## src/rtl/owse_pkg.sv

```systemverilog
package owse_pkg;

  localparam int MAX_WORD_LENGTH = 5;
  localparam int COORD_LIMIT     = 30;
  localparam int MAX_RESULTS     = 5;

  localparam int MIN_LEN     = 3;
  localparam int SPECIAL_LEN = 5;
  localparam int SPECIAL_POS = 2;

  localparam int COORD_W = 6;
  localparam int CFG_W   = 3;
  localparam int OCNT_W  = 3;
  localparam int KEY_W   = 3 * COORD_W + 1;
  localparam int CNT_W   = $clog2(MAX_WORD_LENGTH + 1);
  localparam int PCNT_W  = $clog2(MAX_WORD_LENGTH);
  localparam int RES_W   = $clog2(MAX_RESULTS + 1);

  localparam logic signed [1:0] SIGN_POS  = 2'sb01;
  localparam logic signed [1:0] SIGN_NEG  = 2'sb11;
  localparam logic signed [1:0] SIGN_ZERO = 2'sb00;

  typedef struct packed {
    logic                      sp;
    logic signed [COORD_W-1:0] z;
    logic signed [COORD_W-1:0] y;
    logic signed [COORD_W-1:0] x;
  } mode_t;

  typedef struct packed {
    logic  start;
    logic  ins;
    logic  del;
    mode_t mode;
  } cell_ctl_t;

  typedef struct packed {
    logic signed [1:0] sign;
    logic [OCNT_W-1:0] count;
    logic [RES_W-1:0]  rem;
  } drn_hdr_t;

  // flipping the sign bits turns the signed tuple order into an unsigned compare
  function automatic logic [KEY_W-1:0] mode_key(mode_t m);
    return {~m.x[COORD_W-1], m.x[COORD_W-2:0],
            ~m.y[COORD_W-1], m.y[COORD_W-2:0],
            ~m.z[COORD_W-1], m.z[COORD_W-2:0],
            m.sp};
  endfunction

  function automatic logic [CNT_W-1:0] clamp_len(logic [CFG_W-1:0] wl);
    if (int'(wl) < MIN_LEN) begin
      return CNT_W'(MIN_LEN);
    end else if (int'(wl) > MAX_WORD_LENGTH) begin
      return CNT_W'(MAX_WORD_LENGTH);
    end else begin
      return CNT_W'(wl);
    end
  endfunction

endpackage

```

## src/rtl/owse_cell.sv

```systemverilog
module owse_cell (
  input  logic               clk,
  input  logic               rst,
  input  owse_pkg::cell_ctl_t ctl,
  input  logic               prev_lt,
  input  logic               prev_vld,
  input  owse_pkg::mode_t    prev_data,
  input  logic               next_vld,
  input  owse_pkg::mode_t    next_data,
  output logic               lt,
  output logic               eq,
  output logic               vld_eff,
  output owse_pkg::mode_t    data,
  output logic               vld_next,
  output owse_pkg::mode_t    data_next
);

  logic vld;
  logic [owse_pkg::KEY_W-1:0] own_key;
  logic [owse_pkg::KEY_W-1:0] in_key;

  // the set counts as empty on the first mode of a word
  assign vld_eff = vld & ~ctl.start;
  assign own_key = owse_pkg::mode_key(data);
  assign in_key  = owse_pkg::mode_key(ctl.mode);
  assign lt      = vld_eff && (own_key < in_key);
  assign eq      = vld_eff && (own_key == in_key);

  always_comb begin
    vld_next  = vld_eff;
    data_next = data;
    if (ctl.ins && !lt) begin
      // left neighbor below the mode means this is the insertion slot
      vld_next  = prev_lt ? 1'b1 : prev_vld;
      data_next = prev_lt ? ctl.mode : prev_data;
    end else if (ctl.del && !lt) begin
      vld_next  = next_vld;
      data_next = next_data;
    end
  end

  always_ff @(posedge clk) begin
    if (rst) begin
      vld <= 1'b0;
    end else begin
      vld <= vld_next;
    end
  end

  always_ff @(posedge clk) begin
    data <= data_next;
  end

endmodule

```

## src/rtl/owse_drain.sv

```systemverilog
module owse_drain (
  input  logic                     clk,
  input  logic                     rst,
  input  logic                     ld_en,
  input  owse_pkg::drn_hdr_t       ld_hdr,
  input  logic                     ld_vld  [owse_pkg::MAX_RESULTS],
  input  owse_pkg::mode_t          ld_data [owse_pkg::MAX_RESULTS],
  output logic                     busy,
  output logic                     m_tvalid,
  input  logic                     m_tready,
  // word_sign[1:0], entry_count[4:2], entry_x[10:5], entry_y[16:11],
  // entry_z[22:17], entry_species[23]
  output logic [23:0]              m_tdata,
  // entry_valid[0]
  output logic [0:0]               m_tuser,
  output logic                     m_tlast
);

  logic [owse_pkg::RES_W-1:0] rem;
  logic signed [1:0]          sign;
  logic [owse_pkg::OCNT_W-1:0] count;
  logic                       svld  [owse_pkg::MAX_RESULTS];
  owse_pkg::mode_t            sdata [owse_pkg::MAX_RESULTS];
  owse_pkg::mode_t            head;
  logic                       pop;

  assign busy     = (rem != '0);
  assign m_tvalid = busy;
  assign pop      = m_tvalid & m_tready;
  assign m_tlast  = (rem == owse_pkg::RES_W'(1));
  assign head     = svld[0] ? sdata[0] : '0;
  assign m_tuser  = svld[0];
  assign m_tdata  = {head.sp, head.z, head.y, head.x, count, sign};

  always_ff @(posedge clk) begin
    if (rst) begin
      rem <= '0;
    end else if (ld_en) begin
      rem <= ld_hdr.rem;
    end else if (pop) begin
      rem <= rem - owse_pkg::RES_W'(1);
    end
  end

  always_ff @(posedge clk) begin
    if (ld_en) begin
      sign  <= ld_hdr.sign;
      count <= ld_hdr.count;
      for (int k = 0; k < owse_pkg::MAX_RESULTS; k++) begin
        svld[k]  <= ld_vld[k];
        sdata[k] <= ld_data[k];
      end
    end else if (pop) begin
      for (int k = 0; k < owse_pkg::MAX_RESULTS - 1; k++) begin
        svld[k]  <= svld[k+1];
        sdata[k] <= sdata[k+1];
      end
      svld[owse_pkg::MAX_RESULTS-1] <= 1'b0;
    end
  end

endmodule

```

## src/rtl/operator_word_sign_evaluator_unit.sv

```systemverilog
// Operator word sign evaluator. Modes of a word arrive one transaction per
// cycle when s_tready is high, last position first; word_length (3 to 5,
// clamped) is latched at a word's first mode. A row of one cell per set
// entry compares each mode with its entry in parallel and shifts the sorted
// set left or right in the same cycle, so non-final modes are always taken
// at one per cycle. The final mode loads the set into an output shift chain
// that sends the sign and the entries, one result per cycle while m_tready
// is high (one result when the set is empty or the word is killed). The
// final mode of the next word is held off until that chain is empty or is
// handing over its last result in the same cycle.
module operator_word_sign_evaluator_unit (
  input  logic        clk,
  input  logic        rst,
  input  logic        cfg_wr_en,
  input  logic [2:0]  cfg_wr_data,
  input  logic        s_tvalid,
  output logic        s_tready,
  // coord_x[5:0], coord_y[11:6], coord_z[17:12], species[18], zero pad
  input  logic [23:0] s_tdata,
  output logic        m_tvalid,
  input  logic        m_tready,
  // word_sign[1:0], entry_count[4:2], entry_x[10:5], entry_y[16:11],
  // entry_z[22:17], entry_species[23]
  output logic [23:0] m_tdata,
  // entry_valid[0]
  output logic [0:0]  m_tuser,
  output logic        m_tlast
);

  localparam int N = owse_pkg::MAX_WORD_LENGTH;
  localparam int R = owse_pkg::MAX_RESULTS;

  logic [owse_pkg::CFG_W-1:0]  word_length;
  logic [owse_pkg::CNT_W-1:0]  cur_len;
  logic [owse_pkg::PCNT_W-1:0] pcnt;
  logic [owse_pkg::CNT_W-1:0]  set_size;
  logic                        running_negative;
  logic                        word_killed;

  owse_pkg::mode_t     mode;
  owse_pkg::cell_ctl_t ctl;
  logic                start, final_pos, create, accept, busy;
  logic [owse_pkg::CNT_W-1:0] len_eff, pos, size_eff, size_next;
  logic                killed_eff, neg_eff, member, kill_now, proc, parity, full;
  logic                neg_next, killed_next;

  logic            lt        [N];
  logic            eq        [N];
  logic            vld_eff   [N];
  owse_pkg::mode_t data      [N];
  logic            vld_next  [N];
  owse_pkg::mode_t data_next [N];
  logic            prev_lt   [N];
  logic            prev_vld  [N];
  owse_pkg::mode_t prev_data [N];
  logic            next_vld  [N];
  owse_pkg::mode_t next_data [N];

  logic [N-1:0]        lt_vec, eq_vec;
  owse_pkg::drn_hdr_t  ld_hdr;
  logic                ld_vld  [R];
  owse_pkg::mode_t     ld_data [R];

  assign mode.x  = s_tdata[5:0];
  assign mode.y  = s_tdata[11:6];
  assign mode.z  = s_tdata[17:12];
  assign mode.sp = s_tdata[18];

  assign start     = (pcnt == '0);
  assign len_eff   = start ? owse_pkg::clamp_len(word_length) : cur_len;
  assign pos       = len_eff - owse_pkg::CNT_W'(1) - owse_pkg::CNT_W'(pcnt);
  assign final_pos = (pos == '0);
  assign create    = final_pos ||
                     ((N >= owse_pkg::SPECIAL_LEN) &&
                      (len_eff == owse_pkg::CNT_W'(owse_pkg::SPECIAL_LEN)) &&
                      (pos == owse_pkg::CNT_W'(owse_pkg::SPECIAL_POS)));

  // the chain may reload in the cycle its last result leaves
  assign s_tready = !final_pos || !busy || (m_tready && m_tlast);
  assign accept   = s_tvalid & s_tready;

  assign killed_eff = word_killed & ~start;
  assign neg_eff    = running_negative & ~start;
  assign size_eff   = start ? '0 : set_size;

  always_comb begin
    for (int i = 0; i < N; i++) begin
      lt_vec[i] = lt[i];
      eq_vec[i] = eq[i];
    end
  end

  assign member   = |eq_vec;
  // parity of x + y + z + species + rank, rank being the count of lower entries
  assign parity   = mode.x[0] ^ mode.y[0] ^ mode.z[0] ^ mode.sp ^ (^lt_vec);
  assign kill_now = (((mode.sp == 1'b0) != member) == create);
  assign proc     = accept & ~killed_eff & ~kill_now;
  assign full     = vld_eff[N-1];

  assign ctl.start = start;
  assign ctl.ins   = proc & ~member & ~full;
  assign ctl.del   = proc & member;
  assign ctl.mode  = mode;

  assign neg_next    = neg_eff ^ (proc & parity);
  assign killed_next = killed_eff | (~killed_eff & kill_now);
  assign size_next   = size_eff + owse_pkg::CNT_W'(ctl.ins) - owse_pkg::CNT_W'(ctl.del);

  for (genvar i = 0; i < N; i++) begin : g_cell
    if (i == 0) begin : g_first
      assign prev_lt[i]   = 1'b1;
      assign prev_vld[i]  = 1'b0;
      assign prev_data[i] = '0;
    end else begin : g_mid
      assign prev_lt[i]   = lt[i-1];
      assign prev_vld[i]  = vld_eff[i-1];
      assign prev_data[i] = data[i-1];
    end
    if (i == N - 1) begin : g_last
      assign next_vld[i]  = 1'b0;
      assign next_data[i] = '0;
    end else begin : g_inner
      assign next_vld[i]  = vld_eff[i+1];
      assign next_data[i] = data[i+1];
    end

    owse_cell u_cell (
      .clk       (clk),
      .rst       (rst),
      .ctl       (ctl),
      .prev_lt   (prev_lt[i]),
      .prev_vld  (prev_vld[i]),
      .prev_data (prev_data[i]),
      .next_vld  (next_vld[i]),
      .next_data (next_data[i]),
      .lt        (lt[i]),
      .eq        (eq[i]),
      .vld_eff   (vld_eff[i]),
      .data      (data[i]),
      .vld_next  (vld_next[i]),
      .data_next (data_next[i])
    );
  end

  always_ff @(posedge clk) begin
    if (rst) begin
      word_length      <= owse_pkg::CFG_W'(owse_pkg::MIN_LEN);
      cur_len          <= owse_pkg::CNT_W'(owse_pkg::MIN_LEN);
      pcnt             <= '0;
      set_size         <= '0;
      running_negative <= 1'b0;
      word_killed      <= 1'b0;
    end else begin
      if (cfg_wr_en) begin
        word_length <= cfg_wr_data;
      end
      if (accept) begin
        cur_len          <= len_eff;
        pcnt             <= final_pos ? '0 : pcnt + owse_pkg::PCNT_W'(1);
        set_size         <= size_next;
        running_negative <= neg_next;
        word_killed      <= killed_next;
      end
    end
  end

  // snapshot of the final set for the output chain
  always_comb begin
    ld_hdr.sign  = killed_next ? owse_pkg::SIGN_ZERO :
                   (neg_next ? owse_pkg::SIGN_NEG : owse_pkg::SIGN_POS);
    ld_hdr.count = killed_next ? '0 : owse_pkg::OCNT_W'(size_next);
    if (killed_next || size_next == '0) begin
      ld_hdr.rem = owse_pkg::RES_W'(1);
    end else if (int'(size_next) > R) begin
      ld_hdr.rem = owse_pkg::RES_W'(R);
    end else begin
      ld_hdr.rem = owse_pkg::RES_W'(size_next);
    end
    for (int k = 0; k < R; k++) begin
      if (k < N) begin
        ld_vld[k]  = ~killed_next & vld_next[k];
        ld_data[k] = data_next[k];
      end else begin
        ld_vld[k]  = 1'b0;
        ld_data[k] = '0;
      end
    end
  end

  owse_drain u_drain (
    .clk      (clk),
    .rst      (rst),
    .ld_en    (accept & final_pos),
    .ld_hdr   (ld_hdr),
    .ld_vld   (ld_vld),
    .ld_data  (ld_data),
    .busy     (busy),
    .m_tvalid (m_tvalid),
    .m_tready (m_tready),
    .m_tdata  (m_tdata),
    .m_tuser  (m_tuser),
    .m_tlast  (m_tlast)
  );

endmodule
```

## config.mk

```make
export PLATFORM = sky130hd
export DESIGN_NAME = operator_word_sign_evaluator_unit
export DESIGN_NICKNAME = d
export VERILOG_FILES = /design/src/rtl/owse_pkg.sv /design/src/rtl/owse_cell.sv /design/src/rtl/owse_drain.sv /design/src/rtl/operator_word_sign_evaluator_unit.sv
export SDC_FILE = /design/constraint.sdc
export NUM_CORES = 1
export LEC_CHECK = 0
export BUFFER_PORTS_ARGS = -buffer_cell sky130_fd_sc_hd__buf_2
export CAP_MARGIN = 20
export CORE_MARGIN = 2
export CORE_UTILIZATION = 67
export CTS_BUF_LIST = sky130_fd_sc_hd__clkbuf_4 sky130_fd_sc_hd__clkbuf_8 sky130_fd_sc_hd__clkbuf_16
export DETAILED_ROUTE_END_ITERATION = 10
export HOLD_SLACK_MARGIN = 0.05
export PLACE_DENSITY = 0.86
export SYNTH_ARGS = -nofsm -noshare
export SYNTH_HDL_FRONTEND = slang
export SYNTH_SLANG_ARGS = --single-unit
export TNS_END_PERCENT = 30
```

## constraint.sdc

```tcl
create_clock -name clk -period 10.1 [get_ports clk]
set_input_delay 0.505 -clock clk [delete_from_list [all_inputs] [get_ports clk]]
set_output_delay 0.505 -clock clk [all_outputs]
set_load 0.01 [all_outputs]
```

# Word-level counts from Yosys, hierarchy flattened
# Memories as Yosys holds them, arrays and structs flattened.
# Cells that the tools add are included.
[totals]
ff_bits = 122
ram_bits = 100
input_bits = 32
elab_cells = 215
mem_count = 2
[mem_list]
columns = ["memory", "depth", "word_bits", "read_ports", "rd_clocked_by_memory_dff", "wr", "line", "rtl"]
rows = [
  ["u_drain.sdata", 5, 19, 5, 0, 5, "owse_drain.sv:23", "owse_pkg::mode_t sdata [owse_pkg::MAX_RESULTS];"],
  ["u_drain.svld", 5, 1, 5, 0, 5, "owse_drain.sv:22", "logic svld [owse_pkg::MAX_RESULTS];"],
]
[classes]
n_bitwise = 62
addsub = 6
n_mux = 53
n_lt_le_gt_ge = 8
n_eq_ne = 10
n_reduce_logical = 40
[op_table]
columns = ["operator", "n"]
rows = [
  ["2-to-1 mux 19 bit", 19],
  ["equality test 19 bit", 5],
  ["less-than comparator 19 bit", 5],
  ["2-to-1 mux 3 bit", 9],
  ["inverter 1 bit", 25],
  ["2-to-1 mux 1 bit", 24],
  ["bitwise AND 1 bit", 22],
  ["logical AND 1 bit", 22],
  ["OR 1 bit", 10],
  ["zero test 3 bit", 3],
  ["zero test 1 bit", 7],
  ["greater-than comparator 3 bit, second input constant", 2],
  ["subtractor 3 x 1 -> 3 bit, second input constant", 2],
  ["OR reduction 5 bit", 1],
  ["XOR reduction 5 bit", 1],
  ["bitwise XOR 1 bit", 5],
  ["logical OR 1 bit", 4],
  ["adder 3 x 1 -> 3 bit", 1],
  ["adder 3 x 1 -> 3 bit, second input constant", 1],
  ["equality test 3 x 1 -> 1 bit, second input constant", 1],
  ["equality test 3 x 2 -> 1 bit, second input constant", 1],
  ["equality test 3 bit, second input constant", 1],
  ["less-than comparator 3 x 2 -> 1 bit, second input constant", 1],
  ["nonzero test 3 bit", 1],
  ["6 further kinds", 6],
]

# Longest topological paths before layout
[depth]
word_depth = 21
mapped_depth = 23
ltp_nobuf = 21

# Cells and area by module
# A second synthesis with hierarchy kept.
[hier_totals]
hier_cells = 1298
hier_area_um2 = 14269.9
[modules_own_cells]
columns = ["mod", "instances", "cells_each", "area_each_um2"]
rows = [
  ["owse_cell", 5, 183, 1640.3],
  ["owse_drain", 1, 243, 4918.5],
  ["operator_word_sign_evaluator_unit", 1, 140, 1149.9],
]

# Worst setup path after synthesis
# OpenSTA, ideal clock, no wires.
[synth_path]
kind = "reg-to-reg"
startpoint = "register pcnt[1] in the netlist's numbering"
endpoint = "memory u_drain.sdata[0][0] in the netlist's numbering, enable pin"
period_less_slack_ns = 5.018
n_path_buf = 2
t_arrival_ns = 4.215
path_stages_with_launch = 15
setup_slack_ns = 5.082
path_cell_list = "dfxtp_1 > inv_1 > ha_1 > nor2b_1 > buf_1 > a31oi_1 > ha_1 > fa_1 > a211o_1 > a21oi_1 > nand2b_1 > o21a_1 > buf_2 > nand2_1 > nand2_1"
[synth_lines]
columns = ["element", "line", "rtl"]
rows = [
  ["from (decl)", "operator_word_sign_evaluator_unit.sv:35", "logic [owse_pkg::PCNT_W-1:0] pcnt;"],
  ["from (signal assigned)", "operator_word_sign_evaluator_unit.sv:159", "pcnt <= final_pos ? '0 : pcnt + owse_pkg::PCNT_W'(1);"],
  ["to (decl)", "owse_drain.sv:23", ""],
]

==> reports/results.txt <==
Leakage -> 5.76 nW
IO Port Bufs -> 54
Hold Path Class -> in2reg
Fraction of registers with async set/reset -> 0%
Drt total wl -> 31800 um
Placed Cells -> 1482
Post-Syn Area -> 12500 um2
Area grow syn2layout -> 9.49%
Final std cells w/o fill -> 1526
Netlist cell types -> 59
Pin count of the biggest net entering global routing -> 72
ANT cells -> 0
Max_cap viols -> 0
DIE AREA -> 19800 um2
Setup TNS -> 0 ns
Synth warn -> 0
Worst ir drop on vdd -> 0.239 mV
Max Buffers Root-to-Sink -> 3
Hold WS -> 0.202 ns
Post-synth EDFFs -> 105
FF+latch count, synth -> 222
Die width -> 141 um
Fraction of layout cells with a size suffix above 1 -> 14.0%
Fin util -> 75.4%
Via count -> 10090
Mean Syn Cell Area -> 9.99 um2
Worst-path clk slew -> 0.06 ns
Reg2Reg Capture Point -> u_drain.sdata[0][3]
Commonest non-fill, non-tap cell in the layout -> nand2_1
Leading area contributor after synthesis -> edfxtp_1
Crit path DAT -> 6.30 ns
Global Route Usage Sum -> 31.9%
Worst setup endpoint -> u_drain.sdata[0][3]
Drt first pass iters -> 7
Root Buffer -> clkbuf_16
Crit-path max FO -> 71
WP data required -> 10.36 ns
Fin crit share -> 59.8%
Initial antenna violation count -> 0
CTS buffer count -> 24
DRT iter0 DRCs -> 973
CTS H-tree lvls -> 1
Status -> finished clean
Achievable Freq -> 166 MHz
PwrDens -> 376 nW/um2
Post-synthesis sequential area ratio -> 44.0%
Clk_lat worst skew -> 0.52 ns
Antenna Nets Post-Route -> 0
Num Clock Sinks -> 222
Reg2reg setup slack -> 4.06 ns
Worst slew margin -> 25.2%
Max Transition Viols Final -> 0
FF-to-FF path depth -> 15
Post-DR wirelength/cell -> 20.8 um
Commonest non-fill, non-tap cells in the layout -> nand2_1 (136), dfxtp_1 (117), nor2_1 (105), edfxtp_1 (105), ha_1 (103)
Ranking of synthesized cells by area -> edfxtp_1 (25%), dfxtp_1 (19%), ha_1 (10%)
Endpoints failing hold -> 0
Initial Util -> 68.9%
Final Critical Period -> 6.04 ns
Cell row count -> 49
RSZ-0062 raised after global routing -> no
Core ar. -> 18100 um2
Fillers -> 1195
Clk_skew -> 0.00744 ns
Ys flop type -> dfxtp_1
Worst reg2reg path startpoint -> pcnt[1]
Resize count post-CTS -> 0
# IOs -> 60
Hpwl dp -> 21000 um
Final Wtd Congestion -> 0.877
Share of the synthesized area in the top cell type -> 25.2%
CTS tree -> built
Die Y -> 141 um
Nature of the critical path startpoint -> register
Final nets -> 1416
CTS Hold Bufs -> 0
Vias in the first global route -> 9692
Setup Buffers After CTS -> 0
Worst Tran Pin Value -> 1.12 ns
First-pass GRT wire length -> 50400 um
Crit. Startpoint -> pcnt[1]
Worst setup EP type -> register
WS Path Type -> reg2reg
GRT overflow -> 0
Vias per cell -> 6.61
Syn Nets -> 1388
Mapped Cells -> 1251
Final setup vio count -> 0
DRC viols -> 0
-- metrics by stage --
stage	area (um2)	total power, mW	worst slack, ns
2_1_floorplan	12500	3.51	5.08
3_3_place_gp	12800	4.03	4.25
3_5_place_dp	12800	4.14	4.18
4_1_cts	13700	5.09	4.17
5_1_grt	13700	5.45	3.71
6_report	13700	5.15	4.06
-- worst min-delay path by stage --
stage / endpoint / cells past startpoint / slack [ns] / startpoint
floorplan: set_size[0] / 2 / 0.44 / set_size[0]
global placement: set_size[0] / 2 / 0.45 / set_size[0]
detailed placement: set_size[2] / 2 / 0.46 / set_size[2]
CTS: word_length[1] / 2 / 0.19 / cfg_wr_data[1]
global route: word_length[0] / 2 / 0.20 / cfg_wr_data[0]
finish: word_length[1] / 2 / 0.20 / cfg_wr_data[1]
-- cell usage after synthesis, types with 3 or more instances --
| cell | n |
|---|---|
| inv_1 | 51 |
| o21ai_1 | 18 |
| edfxtp_1 | 105 |
| a2111oi_0 | 19 |
| nand3b_1 | 3 |
| nor2b_1 | 29 |
| a211o_1 | 5 |
| buf_1 | 3 |
| dfxtp_1 | 117 |
| nand4_1 | 17 |
| a21o_1 | 12 |
| a211oi_1 | 38 |
| nor3_1 | 9 |
| mux2i_1 | 82 |
| nand3_1 | 17 |
| nand2_1 | 137 |
| a221oi_1 | 3 |
| clkbuf_1 | 32 |
| nor4_1 | 3 |
| o211ai_1 | 6 |
| buf_6 | 7 |
| xnor2_1 | 10 |
| o21a_1 | 6 |
| o21ai_0 | 49 |
| buf_4 | 6 |
| o41ai_1 | 3 |
| or4_1 | 4 |
| and2_1 | 22 |
| o31ai_1 | 20 |
| a31oi_1 | 20 |
| buf_2 | 18 |
| ha_1 | 103 |
| mux2_2 | 58 |
| a21oi_1 | 65 |
| xor2_1 | 4 |
| nor2_1 | 106 |
| and3_1 | 6 |
| and4_1 | 3 |
| nand2b_1 | 8 |
-- final cells by class --
cell class / instances / area [um2] / area share, %
flip-flops and latches: 222 / 5500 / 40.2
well taps: 229 / 287 / 2.09
clock buffers: 38 / 761 / 5.56
inverters: 51 / 191 / 1.40
multi-input cells: 912 / 6490 / 47.4
clock inverters: 6 / 82.6 / 0.604
repair buffers: 68 / 375 / 2.74
-- metal layers --
layer / track usage (%) / up-vias / routed length, um / part of all wire, %
met3: 5.47 / 94 / 3150 / 9.9
met2: 50.5 / 635 / 14400 / 45
met5: 0 / - / 0 / 0
li1: - / 4646 / - / -
met4: 11.4 / 0 / 1060 / 3.3
met1: 44.8 / 4715 / 13200 / 41
-- worst max-delay path: stages, from the launching register on --
cell      delay (ns)
dfxtp_1         0.32
inv_1           0.11
ha_1            0.22
nor2b_1         0.73
a31oi_1         0.23
ha_1            0.25
fa_1            0.39
a211o_1         0.24
a21oi_1         0.25
nand2b_1        0.16
o21a_1          0.35
nand2_1         0.31
inv_1           0.13
nor2_4          0.76
buf_4           0.83
mux2_2          0.43
-- registers in the layout, indices dropped and copies added (netlist names), 5 cells and up --
signal              count
g_cell.u_cell.data     95
u_drain.sdata          95
g_cell.u_cell.vld       5
u_drain.svld            5
-- power breakdown --
group          switching, mW  internal, mW
sequential             0.309          1.63
clock                  0.353         0.567
combinational           1.39         0.900
total                   2.05          3.10
-- kinds of logic after synthesis --
logic type | count (synthesis) | share of synthesized area (%)
simple gates | 375 | 14.0
compound gates | 278 | 14.3
flops | 222 | 44.0
mux | 140 | 11.8
buf+inv | 117 | 4.30
fa+ha+maj | 105 | 10.6
xor+xnor | 14 | 0.981
No activity file was read; power rests on OpenSTA's default activity.
